<file path="src/oaht_pkg.sv">
// Package for the open-address string hash table.
// Holds default sizes, status codes, the sequencer state type and hash and probe constants.
`timescale 1ns / 1ps
package oaht_pkg;
  localparam int unsigned DefSlots    = 101;
  localparam int unsigned DefProbes   = 20;
  localparam int unsigned DefMaxChars = 16;
  localparam int unsigned HashMul     = 19;
  localparam int unsigned ProbeStep   = 23;

  localparam logic [2:0] ST_ADDED    = 3'd0;
  localparam logic [2:0] ST_PRESENT  = 3'd1;
  localparam logic [2:0] ST_FULL     = 3'd2;
  localparam logic [2:0] ST_DELETED  = 3'd3;
  localparam logic [2:0] ST_NOTFOUND = 3'd4;
  localparam logic [2:0] ST_TOOLONG  = 3'd5;

  localparam logic CMD_ADD = 1'b0;
  localparam logic CMD_DEL = 1'b1;

  typedef enum logic [2:0] {
    S_RECV, S_HMUL, S_HADD, S_LOOK_RD, S_LOOK_CHK, S_INS_CHK, S_WRITE, S_OUT
  } oaht_state_t;
endpackage

</file>
<file path="src/oaht_mod_add.sv">
// Modular adder: (a + b) mod M for a, b already below M.
// Depends on oaht_pkg.
`timescale 1ns / 1ps
module oaht_mod_add
  import oaht_pkg::*;
#(
  parameter int unsigned Slots = DefSlots,
  localparam int unsigned SW = $clog2(Slots)
) (
  input  logic [SW-1:0] a,
  input  logic [SW-1:0] b,
  output logic [SW-1:0] y
);
  logic [SW:0] sum;
  assign sum = {1'b0, a} + {1'b0, b};
  assign y = (sum >= (SW+1)'(Slots)) ? SW'(sum - (SW+1)'(Slots)) : sum[SW-1:0];
endmodule
</file>
<file path="config.mk">
export PLATFORM = sky130hd
export DESIGN_NAME = oaht_mod_add
export DESIGN_NICKNAME = d
export VERILOG_FILES = /design/src/oaht_pkg.sv /design/src/oaht_mod_add.sv
export SDC_FILE = /design/constraint.sdc
export NUM_CORES = 1
export LEC_CHECK = 0
export ABC_AREA = 1
export BUFFER_PORTS_ARGS = -buffer_cell sky130_fd_sc_hd__buf_2
export CORE_ASPECT_RATIO = 1.25
export CORE_MARGIN = 2
export CORE_UTILIZATION = 35
export DETAILED_ROUTE_END_ITERATION = 8
export SETUP_SLACK_MARGIN = 0.05
export SKIP_LAST_GASP = 1
export SLEW_MARGIN = 10
export SYNTH_ARGS = -nofsm -noshare
export SYNTH_HDL_FRONTEND = slang
export SYNTH_SLANG_ARGS = --single-unit
export TNS_END_PERCENT = 1
</file>
<file path="constraint.sdc">
create_clock -name vclk -period 3.4
set_clock_uncertainty 0.1 [all_clocks]
set_input_delay 0.51 -clock vclk [all_inputs]
set_output_delay 0.51 -clock vclk [all_outputs]
set_load 0.005 [all_outputs]
</file>
==> results by group <==
Outcome
  – Status: finished clean

Routing
  – First DRT Iteration DRCs: 8
  – Total wire length: ~1200 microns
  – Vias: 661
  – DRC violations left: 0
  – Vias per Instance: 4.76
  – DR pass1 iterations: 4
  – Antenna-violating nets left: 0
  – DR WL/cell: 8.53 microns

Yosys
  – Top-area cell type share of the netlist area: 21.7%
  – Synth cell types: 23
  – Cell area after synthesis: 623 sq um
  – Synth area leaders: nand2_1 (22%), ha_1 (18%), nand3_1 (11%), inv_1 (6.6%), nand2_2 (6.0%)
  – Synth Instances: 99
  – Cell with the most instances after synthesis: nand2_1
  – Most common library cells after synthesis: nand2_1 (36), nand3_1 (14), inv_1 (11)
  – Syn Nets: 123
  – Post-synth top area cell: nand2_1
  – Sequential element share of the synthesized area: 0%
  – Yosys Warn Count: 0
  – Mean Syn Cell Area: approximately 6.3 sq um

Global route
  – GR Layer Usage met3: 0%
  – First-pass GRT wire length: roughly 2100 microns
  – Vias in the first global route: 520
  – Total Routing Usage GR: 11.6%
  – Total gr overflow: 0
  – Routing usage on met2: 24.2%
  – GRT busiest layer: met2
  – Initial antenna violation count: 0
  – Largest net degree at the start of global routing: 9
  – Routing usage on met1: a little over an eighth

Worst setup path
  – Critical Path AT: 2.32 ns
  – Worst Path Required: 2.79 ns
  – Top delay family on crit path: adder cells
  – Buf/Inv on CP: 4
  – Worst path slowest cell: fa_1
  – Classification of the worst setup path: input pin to output pin
  – Startpoint Class: input pin
  – CP most frequent cell: nand2_1
  – Crit path cell chain: buf_2, ha_1, fa_1, inv_1, ha_1, inv_1, nand2_1, nand4_2, nand2_4, nand2_4, nand2_1, nand2_1, buf_2
  – Critical Path Sink Type: output pin
  – Largest fanout on the critical path: 8
  – Slowest stage delay, CP: 0.52 ns

Placement
  – Routability cong.: 0.793
  – DP HPWL: 1050 microns
  – Port-buffer cells: 21

Final layout
  – Fillers: 192
  – Area Growth Syn to Fin: 20.7%
  – Share of cells above drive strength 1: 31.7%
  – Total number of sequential cells: 0
  – Final Util: 43.6%
  – Final net count: 146
  – ANT cells: 0
  – Sequential cell area: 0 sq um
  – Clock buf count: 0

Die
  – Die Ht: around 51 microns
  – Num rows: 17
  – Die span in x: 41.7 microns
  – Starting Density: 36.2%
  – Boundary Pins: 21
  – Die ar.: 0.00214 sq mm
  – CORE AREA: between 0.0015 and 0.002 sq mm

Min path
  – Hold path cells: 5
  – Worst hold start: b[0]
  – WHS Endpoint: y[0]
  – Hold crit path type: input pin to output pin

Run
  – MaxCap Viol Count: 0

STA
  – Tmin final: 2.93 ns
  – WHS: 1.43 ns
  – Achievable frequency: 0.341 GHz
  – Fin. max-slew vios: 0
  – Final worst path period share: 86.3%
  – RSZ-0062 raised after global routing: no
  – Final hold vios: 0
  – Relative slew slack: 79.9%
  – Worst Tran Pin Value: 0.302 ns
  – Setup_tns: 0 ns
  – Final setup viols: 0

Pwr
  – Static leakage: 0.440 nW
  – Pwr dens: 273 mW/mm^2
  – Overall Power: just over 0.0002 W
  – VDD IR max: 85.4 uV

CTS
  – Cts repair resizes: 0
  – Postcts setup bufs: 0
  – Cts hold-fix bufs: 0
-- logic make-up after synthesis --
kind of cell / synth area share, %
and+or+nand+nor: 56.4
xor gates and xnor gates: 6.83
buffers and inverters: 7.83
AOI/OAI and AO/OA: 7.63
adders and majority gates: 21.3
-- where the power goes --
part	internal (W)	total [W]	switching, W
Combinational	0.0000870	0.000206	0.000119
Sequential	0	0	0
Clock	0	0	0
-- layout make-up --
class | count | area, sq um | area share [%]
multi-input cells | 86 | 574 | 76.4
inverters | 13 | 48.8 | 6.49
repair buffers | 21 | 105 | 14.0
well taps | 19 | 23.8 | 3.16
-- how the worst max path moves through the flow --
stage / from / end / slack (ns) / cells after the start
after floorplan: a[0] / y[3] / 0.77 / 11
after global placement: a[0] / y[5] / 0.49 / 13
after detailed placement: a[0] / y[5] / 0.46 / 13
after CTS: a[0] / y[5] / 0.45 / 13
after global routing: a[0] / y[6] / 0.32 / 14
final: a[0] / y[5] / 0.47 / 13
-- per-layer routing --
layer  wire length [microns]  share of wire (%)  vias up
met5                       0                  0        -
met4                       0                  0        0
met3                      30                2.5        0
met2                     600                 51       12
met1                     554                 47      290
li1                        -                  -      359
-- metrics by stage --
step	area, sq um	setup slack [ns]	cells
3_3_place_gp	752	0.488	139
3_5_place_dp	752	0.463	139
6_report	752	0.466	139
4_1_cts	752	0.455	139
5_1_grt	752	0.324	139
2_1_floorplan	623	0.769	99
-- cell usage in the layout (no fill, tap or decap), drive strengths merged, types with 2 or more instances in the layout --
cell type,Yosys,routed
inv,11,11
nor2,3,3
clkinv,2,2
a21oi,2,2
ha,9,9
xor2,2,2
nand3,16,16
xnor2,2,2
buf,0,21
nand2,45,45
-- worst min-delay path, stage by stage --
cell and delay (ns):
buf_2 0.08, ha_1 0.18, nand3_1 0.09, nand2_1 0.06
buf_2 0.10
No activity file was read; power rests on OpenSTA's default activity.
